--- src/hw/rtl/spq_pkg.sv ---
// shared types and constants for the stable priority queue
// no dependencies; imported by the interfaces, the cell and the top level
package spq_pkg;

  localparam int SPQ_DEPTH       = 16;
  localparam int SPQ_ID_BITS     = 16;
  localparam int SPQ_PRIO_BITS   = 4;
  localparam int SPQ_CNT_BITS    = $clog2(SPQ_DEPTH + 1);
  localparam int SPQ_PORT_ID_BITS = 16;
  localparam int SPQ_OCC_BITS    = 5;
  localparam int SPQ_STATUS_BITS = 3;

  localparam logic [SPQ_PRIO_BITS-1:0] SPQ_RESET_MAX_PRIO = SPQ_PRIO_BITS'(10);

  typedef enum logic {
    OP_ENQ = 1'b0,
    OP_DEQ = 1'b1
  } spq_op_t;

  typedef enum logic [SPQ_STATUS_BITS-1:0] {
    ST_ENQ   = 3'd0,
    ST_DEQ   = 3'd1,
    ST_RANGE = 3'd2,
    ST_EMPTY = 3'd3,
    ST_FULL  = 3'd4
  } spq_status_t;

  typedef struct packed {
    logic [SPQ_ID_BITS-1:0]   id;
    logic [SPQ_PRIO_BITS-1:0] prio;
  } spq_entry_t;

  // broadcast to every cell in the row
  typedef struct packed {
    logic       ins;
    logic       pop;
    spq_entry_t item;
  } spq_ctrl_t;

endpackage

--- src/hw/rtl/spq_if.sv ---
// valid/ready channel interfaces of the stable priority queue
// depends on spq_pkg for field widths
interface spq_in_if;
  import spq_pkg::*;
  logic                        valid;
  logic                        ready;
  logic                        op;
  logic [SPQ_PORT_ID_BITS-1:0] task_id;
  logic [SPQ_PRIO_BITS-1:0]    prio;
  modport source (output valid, output op, output task_id, output prio, input ready);
  modport sink   (input valid, input op, input task_id, input prio, output ready);
endinterface

interface spq_out_if;
  import spq_pkg::*;
  logic                        valid;
  logic                        ready;
  logic [SPQ_STATUS_BITS-1:0]  status;
  logic [SPQ_PORT_ID_BITS-1:0] out_id;
  logic [SPQ_OCC_BITS-1:0]     occupancy;
  modport source (output valid, output status, output out_id, output occupancy, input ready);
  modport sink   (input valid, input status, input out_id, input occupancy, output ready);
endinterface

interface spq_cfg_if;
  import spq_pkg::*;
  logic                     valid;
  logic                     ready;
  logic [SPQ_PRIO_BITS-1:0] data;
  modport source (output valid, output data, input ready);
  modport sink   (input valid, input data, output ready);
endinterface

--- src/hw/rtl/stable_priority_queue.sv ---
// top level of the stable priority queue: control, count and output register
// depends on spq_pkg, spq_if and spq_cell
//
// Bounded priority queue of SPQ_DEPTH task ids, each with a 4-bit priority.
// Entries live in a row of cells kept sorted by priority, highest at cell 0,
// with equal priorities in arrival order. An enqueue is compared against every
// cell at once; each cell then keeps its entry, takes the new one, or takes its
// left neighbor's, so the row stays sorted after every enqueue. A dequeue returns
// cell 0 and shifts the row left by one. Every item gives exactly one result
// (status, removed id, occupancy after the item). The cell row updates as each
// item is taken; the result sits in an output register, and a new item is taken
// whenever that register is empty or being drained, so the queue sustains one
// item per clock while results are taken. An enqueue with a priority above
// max_priority gives status 2 before the full check (status 4); a dequeue on
// an empty queue gives status 3. max_priority is written through the cfg
// channel, which is always ready; it resets to 10. No clearing pass is needed
// after reset.
module stable_priority_queue import spq_pkg::*; (
  input  logic      clk,
  input  logic      rst_n,
  spq_in_if.sink    in_ch,
  spq_out_if.source out_ch,
  spq_cfg_if.sink   cfg_ch
);

  logic [SPQ_PRIO_BITS-1:0]    max_prio_r;
  logic [SPQ_CNT_BITS-1:0]     count_r, count_nxt;
  logic                        out_valid_r;
  spq_status_t                 out_status_r, status_nxt;
  logic [SPQ_PORT_ID_BITS-1:0] out_id_r, out_id_nxt;
  logic [SPQ_OCC_BITS-1:0]     out_occ_r;

  logic       in_accept;
  logic       is_deq;
  logic       is_empty, is_full, range_err;
  spq_ctrl_t  ctrl;

  spq_entry_t             cell_q [SPQ_DEPTH];
  logic [SPQ_DEPTH-1:0]   keep_vec;
  logic [SPQ_DEPTH-1:0]   occ_vec;

  // handshakes
  assign in_ch.ready  = !out_valid_r || out_ch.ready;
  assign in_accept    = in_ch.valid && in_ch.ready;
  assign cfg_ch.ready = 1'b1;

  assign out_ch.valid     = out_valid_r;
  assign out_ch.status    = out_status_r;
  assign out_ch.out_id    = out_id_r;
  assign out_ch.occupancy = out_occ_r;

  // item decode
  assign is_deq    = (spq_op_t'(in_ch.op) == OP_DEQ);
  assign is_empty  = (count_r == '0);
  assign is_full   = (count_r == SPQ_CNT_BITS'(SPQ_DEPTH));
  assign range_err = (in_ch.prio > max_prio_r);

  always_comb begin
    ctrl.ins       = 1'b0;
    ctrl.pop       = 1'b0;
    ctrl.item.id   = SPQ_ID_BITS'(in_ch.task_id);
    ctrl.item.prio = in_ch.prio;
    count_nxt      = count_r;
    out_id_nxt     = '0;
    if (is_deq) begin
      if (is_empty) begin
        status_nxt = ST_EMPTY;
      end else begin
        status_nxt = ST_DEQ;
        ctrl.pop   = in_accept;
        count_nxt  = count_r - SPQ_CNT_BITS'(1);
        out_id_nxt = SPQ_PORT_ID_BITS'(cell_q[0].id);
      end
    end else if (range_err) begin
      status_nxt = ST_RANGE;
    end else if (is_full) begin
      status_nxt = ST_FULL;
    end else begin
      status_nxt = ST_ENQ;
      ctrl.ins   = in_accept;
      count_nxt  = count_r + SPQ_CNT_BITS'(1);
    end
  end

  // row of cells, cell 0 holds the next entry to leave
  for (genvar i = 0; i < SPQ_DEPTH; i++) begin : g_cell
    spq_entry_t left_e, right_e;
    logic       left_k;

    assign occ_vec[i] = (SPQ_CNT_BITS'(i) < count_r);

    if (i == 0) begin : g_first
      assign left_k = 1'b1;
      assign left_e = ctrl.item;
    end else begin : g_mid
      assign left_k = keep_vec[i-1];
      assign left_e = cell_q[i-1];
    end

    if (i == SPQ_DEPTH - 1) begin : g_last
      assign right_e = cell_q[i];
    end else begin : g_inner
      assign right_e = cell_q[i+1];
    end

    spq_cell u_cell (
      .clk         (clk),
      .ctrl        (ctrl),
      .occ         (occ_vec[i]),
      .left_keep   (left_k),
      .left_entry  (left_e),
      .right_entry (right_e),
      .entry       (cell_q[i]),
      .keep        (keep_vec[i])
    );
  end

  // count, config and output register
  always_ff @(posedge clk) begin
    if (!rst_n) begin
      max_prio_r  <= SPQ_RESET_MAX_PRIO;
      count_r     <= '0;
      out_valid_r <= 1'b0;
    end else begin
      if (cfg_ch.valid) begin
        max_prio_r <= cfg_ch.data;
      end
      if (in_accept) begin
        count_r     <= count_nxt;
        out_valid_r <= 1'b1;
      end else if (out_ch.ready) begin
        out_valid_r <= 1'b0;
      end
    end
  end

  // result payload, no reset needed
  always_ff @(posedge clk) begin
    if (in_accept) begin
      out_status_r <= status_nxt;
      out_id_r     <= out_id_nxt;
      out_occ_r    <= SPQ_OCC_BITS'(count_nxt);
    end
  end

  // row stays sorted at the head
  a_sorted_head: assert property (@(posedge clk) disable iff (!rst_n)
    (count_r >= SPQ_CNT_BITS'(2)) |-> (cell_q[0].prio >= cell_q[1].prio))
    else $error("head of entry row out of priority order");

  // count never exceeds capacity
  a_count_bound: assert property (@(posedge clk) disable iff (!rst_n)
    count_r <= SPQ_CNT_BITS'(SPQ_DEPTH))
    else $error("entry count above depth");

  // a successful dequeue shrinks the count by one
  a_deq_count: assert property (@(posedge clk) disable iff (!rst_n)
    (in_accept && is_deq && !is_empty) |=>
      (count_r == $past(count_r) - SPQ_CNT_BITS'(1)))
    else $error("dequeue did not decrement count");

  // dequeue on empty reports empty with no id
  a_empty_result: assert property (@(posedge clk) disable iff (!rst_n)
    (in_accept && is_deq && is_empty) |=>
      (out_valid_r && out_status_r == ST_EMPTY && out_id_r == '0))
    else $error("empty dequeue result wrong");

endmodule

--- src/hw/rtl/spq_cell.sv ---
// one slot of the sorted entry row: holds, takes the new item or shifts
// depends on spq_pkg
module spq_cell import spq_pkg::*; (
  input  logic       clk,
  input  spq_ctrl_t  ctrl,
  input  logic       occ,         // this slot holds a live entry
  input  logic       left_keep,   // left neighbor keeps its entry on insert
  input  spq_entry_t left_entry,
  input  spq_entry_t right_entry,
  output spq_entry_t entry,
  output logic       keep
);

  spq_entry_t entry_r;
  spq_entry_t entry_nxt;

  // equal priorities stay ahead of the newcomer, which keeps the order stable
  assign keep  = occ && (entry_r.prio >= ctrl.item.prio);
  assign entry = entry_r;

  always_comb begin
    entry_nxt = entry_r;
    if (ctrl.pop) begin
      entry_nxt = right_entry;
    end else if (ctrl.ins && !keep) begin
      entry_nxt = left_keep ? ctrl.item : left_entry;
    end
  end

  always_ff @(posedge clk) begin
    entry_r <= entry_nxt;
  end

endmodule
--- src/flat_wrapper.sv ---
// flat-port wrapper written by rule: the top's interface ports become plain ports
module stable_priority_queue_flat import spq_pkg::*;
  (clk, rst_n, in_ch_valid, in_ch_op, in_ch_task_id, in_ch_prio, in_ch_ready, out_ch_valid, out_ch_status, out_ch_out_id, out_ch_occupancy, out_ch_ready, cfg_ch_valid, cfg_ch_data, cfg_ch_ready);
  spq_in_if in_ch_i ();
  spq_out_if out_ch_i ();
  spq_cfg_if cfg_ch_i ();
  input  logic clk;
  input  logic rst_n;
  input wire logic [$bits(in_ch_i.valid)-1:0] in_ch_valid;
  input wire logic [$bits(in_ch_i.op)-1:0] in_ch_op;
  input wire logic [$bits(in_ch_i.task_id)-1:0] in_ch_task_id;
  input wire logic [$bits(in_ch_i.prio)-1:0] in_ch_prio;
  output wire logic [$bits(in_ch_i.ready)-1:0] in_ch_ready;
  output wire logic [$bits(out_ch_i.valid)-1:0] out_ch_valid;
  output wire logic [$bits(out_ch_i.status)-1:0] out_ch_status;
  output wire logic [$bits(out_ch_i.out_id)-1:0] out_ch_out_id;
  output wire logic [$bits(out_ch_i.occupancy)-1:0] out_ch_occupancy;
  input wire logic [$bits(out_ch_i.ready)-1:0] out_ch_ready;
  input wire logic [$bits(cfg_ch_i.valid)-1:0] cfg_ch_valid;
  input wire logic [$bits(cfg_ch_i.data)-1:0] cfg_ch_data;
  output wire logic [$bits(cfg_ch_i.ready)-1:0] cfg_ch_ready;
  assign in_ch_i.valid = in_ch_valid;
  assign in_ch_i.op = in_ch_op;
  assign in_ch_i.task_id = in_ch_task_id;
  assign in_ch_i.prio = in_ch_prio;
  assign in_ch_ready = in_ch_i.ready;
  assign out_ch_valid = out_ch_i.valid;
  assign out_ch_status = out_ch_i.status;
  assign out_ch_out_id = out_ch_i.out_id;
  assign out_ch_occupancy = out_ch_i.occupancy;
  assign out_ch_i.ready = out_ch_ready;
  assign cfg_ch_i.valid = cfg_ch_valid;
  assign cfg_ch_i.data = cfg_ch_data;
  assign cfg_ch_ready = cfg_ch_i.ready;
  stable_priority_queue u_core (.clk(clk), .rst_n(rst_n), .in_ch(in_ch_i), .out_ch(out_ch_i), .cfg_ch(cfg_ch_i));
endmodule
--- config.mk ---
export PLATFORM = sky130hd
export DESIGN_NAME = stable_priority_queue_flat
export DESIGN_NICKNAME = d
export VERILOG_FILES = /design/src/hw/rtl/spq_pkg.sv /design/src/hw/rtl/spq_if.sv /design/src/hw/rtl/stable_priority_queue.sv /design/src/hw/rtl/spq_cell.sv /design/src/flat_wrapper.sv
export SDC_FILE = /design/constraint.sdc
export NUM_CORES = 1
export LEC_CHECK = 0
export ABC_AREA = 1
export ABC_CLOCK_PERIOD_IN_PS = 6900
export BUFFER_PORTS_ARGS = -buffer_cell sky130_fd_sc_hd__buf_2
export CORE_ASPECT_RATIO = 0.9
export CORE_MARGIN = 10
export CORE_UTILIZATION = 50
export DETAILED_ROUTE_END_ITERATION = 10
export PLACE_DENSITY = 0.66
export SETUP_SLACK_MARGIN = 0.3
export SYNTH_ARGS = -nofsm -noshare
export SYNTH_HDL_FRONTEND = slang
export SYNTH_HIERARCHICAL = 1
export SYNTH_SLANG_ARGS = --single-unit
--- constraint.sdc ---
create_clock -name clk -period 6.9 [get_ports clk]
set_input_delay 1.035 -clock clk [delete_from_list [all_inputs] [get_ports clk]]
set_output_delay 1.035 -clock clk [all_outputs]
set_load 0.02 [all_outputs]
==> results of run 1 <==
[registers in the layout, summed over array words and instances (netlist names)]
signal	cells
u_core/out_ch.out_id	16
u_core/out_ch.valid	1
u_core/count_r	5
u_core/g_cell.u_cell/entry	320
u_core/max_prio_r	4
u_core/out_ch.occupancy	5
u_core/out_ch.status	3
[cell type report]
class	count	area [um2]	share of cell area
multi-input combinational	1650	8255	0.3804
sequential	354	10530	0.4852
inverter	201	772.0	0.03557
clock buffer	48	1031	0.04750
timing repair buffer	58	322.8	0.01487
clock inverter	22	117.6	0.005419
tap	540	675.6	0.03113
[routing by layer]
layer / global-route usage / wire length (um) / vias to the layer above
li1: - / - / 7861
met1: 0.3511 / 26080 / 8095
met3: 0.04432 / 7294 / 83
met5: 0 / 0 / -
met2: 0.3321 / 24760 / 1015
met4: 0.06471 / 1250 / 0
[placed cells by master (no fill, tap or decap), types with 2 or more instances in the layout]
cell	count
xor2_1	5
edfxtp_1	344
conb_1	4
inv_6	2
inv_4	2
inv_1	165
clkinv_1	11
clkinv_2	7
nor3_1	2
nand4_1	19
nand3_1	29
a21oi_2	96
a21oi_1	570
clkbuf_16	40
clkbuf_1	8
inv_2	33
buf_12	2
dfxtp_1	10
nand2_1	482
nor2_1	345
ha_1	72
buf_2	55
nor2_2	2
clkinv_8	2
nor2_4	3
o21ai_0	12
nor2_8	3
[worst register-to-register path: stages (launching register included)]
cell and delay, ns:
dfxtp_1 0.53, inv_2 0.20, ha_1 0.33, nand2_4 0.13, nor2_8 0.06, nor2_8 0.14, clkinv_8 0.11, nor2_4 0.16
buf_12 0.51, inv_2 0.56, nand2_1 0.77
[per-stage QoR]
step | hold WS, ns | setup WS [ns] | util
finish | 0.5175 | 2.648 | 0.5329
global route | 0.5280 | 2.408 | 0.5329
CTS | 0.5158 | 2.702 | 0.5329
detailed placement | 0.5052 | 2.145 | 0.5047
global placement | 0.4906 | 2.235 | 0.5047
floorplan | 0.4325 | 2.246 | -
[report_power, final]
part           leakage, uW  internal [uW]  switching [uW]
sequential         0.00332           2850             245
clock             0.000563           1060             855
combinational      0.00517            501            1060
total              0.00905           4420            2160
[how the worst max path moves through the flow]
stage,startpoint,endpoint,depth (start not counted)
2_1_floorplan,in_ch_op,u_core/g_cell[0].u_cell/entry[0],8
3_3_place_gp,in_ch_prio[1],u_core/g_cell[5].u_cell/entry[6],11
3_5_place_dp,in_ch_prio[0],u_core/g_cell[5].u_cell/entry[7],9
4_1_cts,in_ch_prio[3],u_core/g_cell[4].u_cell/entry[1],11
5_1_grt,in_ch_prio[1],u_core/g_cell[4].u_cell/entry[2],11
6_report,in_ch_prio[3],u_core/g_cell[4].u_cell/entry[9],11
==> run_results.csv, run 1 <==
group,metric,value,unit
global_route,grt_pass1_wl,90820,um
drt,detail_route.vias_per_cell,5.936,
clock_tree,cts_setup_buffers,0,
pwr,total_power,6581,uW
drt,drtIter0Drc,2707,
synth,synth_area,20700,um2
clock_tree,cts_root_buffer,"clkbuf_16",
global_route,grt_start_max_net_pins,170,
layout,final_cell_area,21700,um2
critical_path,cp_slowest_cell,"nor3b_4",
drt,firstDrtPassIters,6,
drt,drt.antenna.violating_nets,0,
critical_path,rr_startpoint,"u_core/count_r[0]",
clock_tree,cts-resized-gates,0,
layout,layout-drive-gt1-share,0.1084,
drt,vias,17050,
timing,setup_tns,0,ns
clock_tree,cts.htree.levels,2,
worst_hold_path,holdPathEnd,"u_core/out_ch.valid",
critical_path,rr_endpoint,"u_core/g_cell[4].u_cell/entry[9]",
worst_hold_path,hold_start,"u_core/out_ch.valid",
worst_hold_path,holdPathStages,2,
worst_hold_path,hold_class,"register to register",
die,dieArea,49950,um2
critical_path,cp.arrival,4.43,ns
timing,fin_crit,4.252,ns
placement,dpl.cell_count,2803,
critical_path,reg2reg_depth,10,
placement,hpwl,40720,um
global_route,antenna_found_initial,0,
die,die_w,234.5,um
global_route,grt_pass1_vias,15670,
die,core,40730,um2
synth,avgSynthCellArea,8.861,um2
timing,slew_headroom,0.3074,
timing,hold_viol_final,0,
global_route,track_usage,0.2327,
pwr,power-per-cell-area,303.2,nW/um2
clock_tree,tritoncts,"yes",
placement,dpl-instance-area,20560,um2
critical_path,worstSetupEndpointType,"register",
critical_path,cp_slowest_stage_delay,0.86,ns
critical_path,crit_fanout,34,
critical_path,path_buf_inv,2,
die,initial_utilization,0.5083,
placement,port_buffers,55,
layout,diodes,0,
critical_path,crit_family,"simple AND/OR/NAND/NOR gates",
layout,final_cells,2873,
drt,drc,0,
critical_path,critPathMostFrequentCell,"nand2_1",
run,drv_cap,0,
timing,timing.fmax,0.2352,GHz
critical_path,path_class,"input pin to register",
timing,skew,0.01424,ns
placement,gp_congestion,0.8794,
die,ios,57,
global_route,grt-ovfl-total,0,
timing,slew_viol_final,0,
timing,rsz0062_at_grt,"no",
layout,area_growth_syn_to_layout,4.854,%
layout,fillCellCount,3745,
timing,period_share,0.6163,
clock_tree,cts_buffer_depth,3,
synth,ys_warn_count,6,
drt,wl,59380,um
layout,fin_nets,2406,
clock_tree,clk_pin_slew,0.06,ns
drt,wl_per_cell,20.67,um
clock_tree,clock_latency,0.56,ns
critical_path,crit_required,7.08,ns
clock_tree,hold_buffers,0,
critical_path,cp_cell_sequence,"buf_2 > ha_1 > nand2_1 > inv_1 > nand2_1 > nand2_1 > nand2_1 > nand2_1 > nor3b_4 > nand2_1 > nand2_1",
critical_path,r2r_slack,3.00,ns
die,row_count,70,
pwr,leakage,0.009055,uW
die,die_h,213.0,um
critical_path,critPathLaunchType,"input pin",
pwr,peakVddDrop,164.5,uV
clock_tree,cts_made_buffers,39,
clock_tree,clock_sinks,354,
timing,worst_pin_slew,1.038,ns
outcome,outcome,"finished clean",
timing,setup_viol,0,
synth,synthCells,2336,
Note: power is estimated with default switching activity, not from simulation.
==> run 2, diff against run 1 <==
--- a/config.mk
+++ b/config.mk
@@ -5,8 +5,8 @@
 export SDC_FILE = /design/constraint.sdc
 export NUM_CORES = 1
 export LEC_CHECK = 0
-export ABC_AREA = 1
-export ABC_CLOCK_PERIOD_IN_PS = 6900
+export ABC_AREA = 0
+export ABC_CLOCK_PERIOD_IN_PS = 4400
 export BUFFER_PORTS_ARGS = -buffer_cell sky130_fd_sc_hd__buf_2
 export CORE_ASPECT_RATIO = 0.9
 export CORE_MARGIN = 10
==> constraint.sdc (replaced) <==
create_clock -name clk -period 4.4 [get_ports clk]
set_input_delay 0.66 -clock clk [delete_from_list [all_inputs] [get_ports clk]]
set_output_delay 0.66 -clock clk [all_outputs]
set_load 0.02 [all_outputs]
==> run_results.csv, run 2 <==
group,metric,value,unit
outcome,outcome,"finished clean",
global_route,track_usage,0.1756,
timing,period_share,0.7336,
die,initial_utilization,0.5036,
global_route,antenna_found_initial,0,
critical_path,crit_fanout,76,
die,die_h,208.7,um
critical_path,critPathLaunchType,"register",
global_route,grt_pass1_wl,71190,um
clock_tree,clock_latency,0.55,ns
critical_path,critPathMostFrequentCell,"buf_12",
clock_tree,tritoncts,"yes",
layout,layout_commonest_cell,"edfxtp_1",
critical_path,cp_cell_sequence,"inv_1 > ha_1 > nor4b_4 > nand2b_2 > nor2_4 > buf_12 > buf_12 > buf_12 > o21ai_0",
placement,port_buffers,55,
drt,wl_per_cell,18.09,um
clock_tree,cts-resized-gates,0,
die,row_count,69,
timing,layout_setup_ws,1.172,ns
timing,worst_pin_slew,0.7440,ns
timing,slew_headroom,0.5040,
global_route,grt-ovfl-total,0,
worst_hold_path,hold_class,"input pin to register",
drt,detail_route.vias_per_cell,5.715,
layout,final_cell_mix,"344 x edfxtp_1, 334 x nand2_1, 327 x o21ai_0, 323 x mux2i_1, 74 x inv_1",
die,die_w,229.7,um
clock_tree,cts_made_buffers,41,
layout,fillCellCount,3311,
placement,gp_congestion,0.8514,
clock_tree,cts.htree.levels,2,
layout,diodes,0,
clock_tree,clock_sinks,354,
placement,hpwl,30070,um
critical_path,cp_slowest_cell,"dfxtp_1",
layout,fin_nets,1914,
timing,skew,0.01833,ns
layout,layout-drive-gt1-share,0.1031,
clock_tree,hold_buffers,0,
critical_path,path_class,"register to register",
die,core,39280,um2
critical_path,path_buf_inv,4,
synth,synth_area,19780,um2
placement,dp_slack,1.008,ns
placement,dpl.cell_count,2301,
drt,wl,42940,um
layout,area_growth_syn_to_layout,10.59,%
drt,vias,13570,
pwr,power-per-cell-area,535.6,nW/um2
clock_tree,cts_setup_buffers,0,
critical_path,cp_slowest_stage_delay,0.53,ns
timing,setup_tns,0,ns
layout,final_cells,2374,
clock_tree,cts_buffer_depth,3,
synth,ys_warn_count,6,
timing,setup_viol,0,
critical_path,worstSetupEndpointType,"register",
timing,fin_crit,3.228,ns
global_route,grt_pass1_vias,14270,
run,drv_cap,0,
timing,slew_viol_final,0,
die,ios,57,
pwr,total_power,11720,uW
drt,firstDrtPassIters,5,
die,dieArea,47940,um2
critical_path,cp.arrival,3.50,ns
layout,largest_reg_flops,320,
worst_hold_path,holdPathStages,3,
pwr,leakage,0.007219,uW
synth,synthCells,1784,
timing,hold_viol_final,0,
critical_path,reg2reg_depth,9,
synth,avgSynthCellArea,11.09,um2
clock_tree,cts_root_buffer,"clkbuf_16",
timing,rsz0062_at_grt,"no",
critical_path,crit_required,4.68,ns
drt,drc,0,
drt,drt.antenna.violating_nets,0,
global_route,grt_start_max_net_pins,139,
clock_tree,clk_pin_slew,0.06,ns
critical_path,crit_family,"buffers and inverters",
timing,timing.fmax,0.3098,GHz
drt,drtIter0Drc,1015,
pwr,peakVddDrop,302.4,uV
critical_path,crit_cells,9,
[run 2: metal layers]
metal,vias up,wire (um),track usage
met4,0,1066,0.06525
met3,66,1536,0.02587
met1,6650,19240,0.2226
li1,6611,-,-
met2,241,21090,0.2992
met5,-,0,0
[run 2: layout make-up]
cell class,count,area (um2),share of cell area
Sequential cell,354,10530,0.4813
Multi-Input combinational cell,1247,8496,0.3883
Clock buffer,49,1077,0.04924
Tap cell,532,665.6,0.03042
Timing Repair Buffer,90,613.1,0.02802
Inverter,78,292.8,0.01338
Clock inverter,24,205.2,0.009378
[run 2: power by group]
group	internal, uW	switching, uW	total (uW)	leakage (uW)
Clock	1920	1360	3280	0.000621
Sequential	5040	509	5550	0.00334
Combinational	1110	1780	2890	0.00326
Total	8070	3650	11700	0.00722
[run 2: metrics by stage]
step / utilization / hold slack (ns) / cell area, um2
after global routing: 0.5570 / 0.3514 / 21880
after floorplan: - / 0.4593 / 19790
after CTS: 0.5570 / 0.3162 / 21880
final: 0.5570 / 0.3445 / 21880
after detailed placement: 0.5244 / 0.4869 / 20600
after global placement: 0.5244 / 0.4800 / 20600
[run 2: worst paths after layout]
| kind | start | end | slack [ns] |
|---|---|---|---|
| max | u_core/count_r[1] | u_core/g_cell[2].u_cell/entry[8] | 1.17 |
| min reg2reg | u_core/max_prio_r[2] | u_core/max_prio_r[2] | 0.49 |
| max reg2reg | u_core/count_r[1] | u_core/g_cell[2].u_cell/entry[8] | 1.17 |
| min | cfg_ch_data[3] | u_core/max_prio_r[3] | 0.34 |
[run 2: tightest hold or removal path: stages]
cell	delay [ns]
buf_2	0.08
nand2_1	0.04
o211ai_1	0.07
==> run 3, diff against run 2 <==
--- a/config.mk
+++ b/config.mk
@@ -5,8 +5,8 @@
 export SDC_FILE = /design/constraint.sdc
 export NUM_CORES = 1
 export LEC_CHECK = 0
-export ABC_AREA = 0
-export ABC_CLOCK_PERIOD_IN_PS = 4400
+export ABC_AREA = 1
+export ABC_CLOCK_PERIOD_IN_PS = 3300
 export BUFFER_PORTS_ARGS = -buffer_cell sky130_fd_sc_hd__buf_2
 export CORE_ASPECT_RATIO = 0.9
 export CORE_MARGIN = 10
==> constraint.sdc (replaced) <==
create_clock -name clk -period 3.3 [get_ports clk]
set_input_delay 0.495 -clock clk [delete_from_list [all_inputs] [get_ports clk]]
set_output_delay 0.495 -clock clk [all_outputs]
set_load 0.02 [all_outputs]
==> run_results.csv, run 3 (synthesized netlist as in run 1, its figures left out) <==
group,metric,value,unit
outcome,outcome,"finished clean",
layout,area_growth_syn_to_layout,7.556,%
critical_path,cp_slowest_cell,"dfxtp_1",
die,die_h,213.0,um
clock_tree,clock_latency,0.56,ns
die,initial_utilization,0.5083,
pwr,p_sw,4553,uW
pwr,p_seq_frac,0.450,
clock_tree,tritoncts,"yes",
global_route,antenna_found_initial,3,
drt,wl_per_cell,20.23,um
worst_hold_path,holdPathEnd,"u_core/max_prio_r[0]",
critical_path,cp_slowest_stage_delay,0.51,ns
layout,layout-drive-gt1-share,0.1326,
pwr,combPwrFrac,0.237,
pwr,clkPwrFrac,0.313,
drt,detail_route.vias_per_cell,5.874,
timing,fin_hold_ws,0.1692,ns
worst_hold_path,holdPathStages,3,
clock_tree,clock_sinks,354,
global_route,grt_pass1_vias,16200,
global_route,grt_start_max_net_pins,64,
placement,dp_slack,0.1983,ns
pwr,swShare,0.3191,
critical_path,cp_cell_sequence,"inv_2 > ha_1 > nand2_4 > nor2_8 > nor2_8 > clkinv_8 > nor2_4 > buf_4 > buf_4 > inv_2 > nand2_2",
drt,wl_met2,25600,um
clock_tree,cts.htree.levels,2,
critical_path,crit_required,3.51,ns
worst_hold_path,hold_start,"cfg_ch_data[0]",
pwr,peakVddDrop,340.0,uV
drt,wl,59020,um
drt,drc,0,
critical_path,cp.arrival,3.11,ns
critical_path,rr_endpoint,"u_core/g_cell[1].u_cell/entry[18]",
critical_path,path_class,"register to register",
critical_path,crit_fanout,24,
die,ios,57,
pwr,power-per-cell-area,640.9,nW/um2
worst_hold_path,hold_class,"input pin to register",
drt,dr_wl_met3,6701,um
placement,gp_congestion,0.8629,
timing,rsz0062_at_grt,"yes",
timing,slew_viol_final,0,
die,row_count,70,
clock_tree,cts_root_buffer,"clkbuf_16",
layout,largest_reg_flops,320,
layout,final_core_util,0.5467,
critical_path,reg2reg_depth,11,
layout,layout_commonest_cell,"a21oi_1",
global_route,grt-ovfl-total,0,
global_route,grt_pass1_wl,91630,um
critical_path,r2r_slack,0.40,ns
placement,port_buffers,55,
timing,fin_crit,2.903,ns
critical_path,rr_startpoint,"u_core/count_r[0]",
clock_tree,cts_buffer_depth,3,
pwr,internal_power,9717,uW
layout,fin_nets,2451,
drt,firstDrtPassIters,6,
critical_path,critPathLaunchType,"register",
critical_path,worstSetupEndpointType,"register",
drt,top_layer_used,"met5",
run,drv_cap,0,
timing,slew_headroom,0.5257,
timing,layout_setup_ws,0.3974,ns
die,dieArea,49950,um2
timing,period_share,0.8796,
drt,met1_length,25130,um
timing,timing.fmax,0.3445,GHz
timing,worst_pin_slew,0.7106,ns
die,core,40730,um2
die,die_w,234.5,um
drt,drt.antenna.violating_nets,0,
drt,drtIter0Drc,2201,
timing,setup_tns,0,ns
clock_tree,clk_pin_slew,0.06,ns
pwr,leakage,0.009339,uW
clock_tree,cts_made_buffers,40,
global_route,track_usage,0.2321,
clock_tree,hold_buffers,0,
timing,setup_viol,0,
drt,vias,17140,
timing,skew,0.02032,ns
timing,hold_viol_final,0,
layout,final_cell_mix,"570 x a21oi_1, 466 x nand2_1, 345 x nor2_1, 344 x edfxtp_1, 165 x inv_1",
placement,hpwl,40610,um
[run 3: per-layer routing]
| metal | GRT usage | vias to the layer above |
|---|---|---|
| met5 | 0 | - |
| met4 | 0.07288 | 4 |
| met3 | 0.05520 | 101 |
| met2 | 0.3394 | 914 |
| met1 | 0.3332 | 8169 |
| li1 | - | 7947 |
[run 3: worst max-delay path: cells and delay by family (launching register included)]
family / cells / cell delay [ns]
adder cells (fa/ha/maj): 1 / 0.33
buffers and inverters: 5 / 0.79
flip-flops: 1 / 0.51
AND/OR/NAND/NOR: 5 / 0.91
[run 3: worst max-delay path by stage]
stage                            from                            endpoint  cells after the start
detailed placement      in_ch_prio[1]    u_core/g_cell[9].u_cell/entry[5]                     13
global route        u_core/count_r[0]   u_core/g_cell[1].u_cell/entry[18]                     11
global placement        in_ch_prio[1]    u_core/g_cell[4].u_cell/entry[9]                     13
finish              u_core/count_r[0]   u_core/g_cell[1].u_cell/entry[18]                     11
floorplan           u_core/count_r[1]    u_core/g_cell[0].u_cell/entry[0]                     12
CTS                 u_core/count_r[0]  u_core/g_cell[10].u_cell/entry[16]                     10
[run 3: final cells by class]
| cell class | instances | area, um2 |
|---|---|---|
| clock buffer | 48 | 1052 |
| inverter | 201 | 772.0 |
| sequential | 354 | 10530 |
| timing repair buffer | 102 | 678.2 |
| fill | 3699 | 18460 |
| multi-input combinational | 1650 | 8333 |
| antenna | 2 | 5.005 |
| clock inverter | 20 | 217.7 |
| tap | 540 | 675.6 |
[run 3: repair_timing]
| item | 4_1_cts | 5_1_grt |
|---|---|---|
| setup endpoints to repair | 20 | 380 |
| resized for setup | 1 | 9 |
| cloned | 0 | 1 |
| setup buffers | 0 | 2 |
[run 3: power groups by stage]
stage / logic (uW) / clock network [uW] / registers, uW
after floorplan: 2690 / 0 / 6290
after global placement: 3150 / 0 / 6510
after detailed placement: 3280 / 0 / 6500
after CTS: 3300 / 4520 / 6410
after global routing: 3770 / 4690 / 6480
final: 3380 / 4470 / 6420
[run 3: through the flow]
step / total power (uW) / instances / area [um2]
finish: 14270 / 2917 / 22260
global route: 14950 / 2916 / 22260
CTS: 14230 / 2912 / 22170
detailed placement: 9777 / 2844 / 20900
global placement: 9653 / 2844 / 20900
floorplan: 8989 / 2339 / 20760
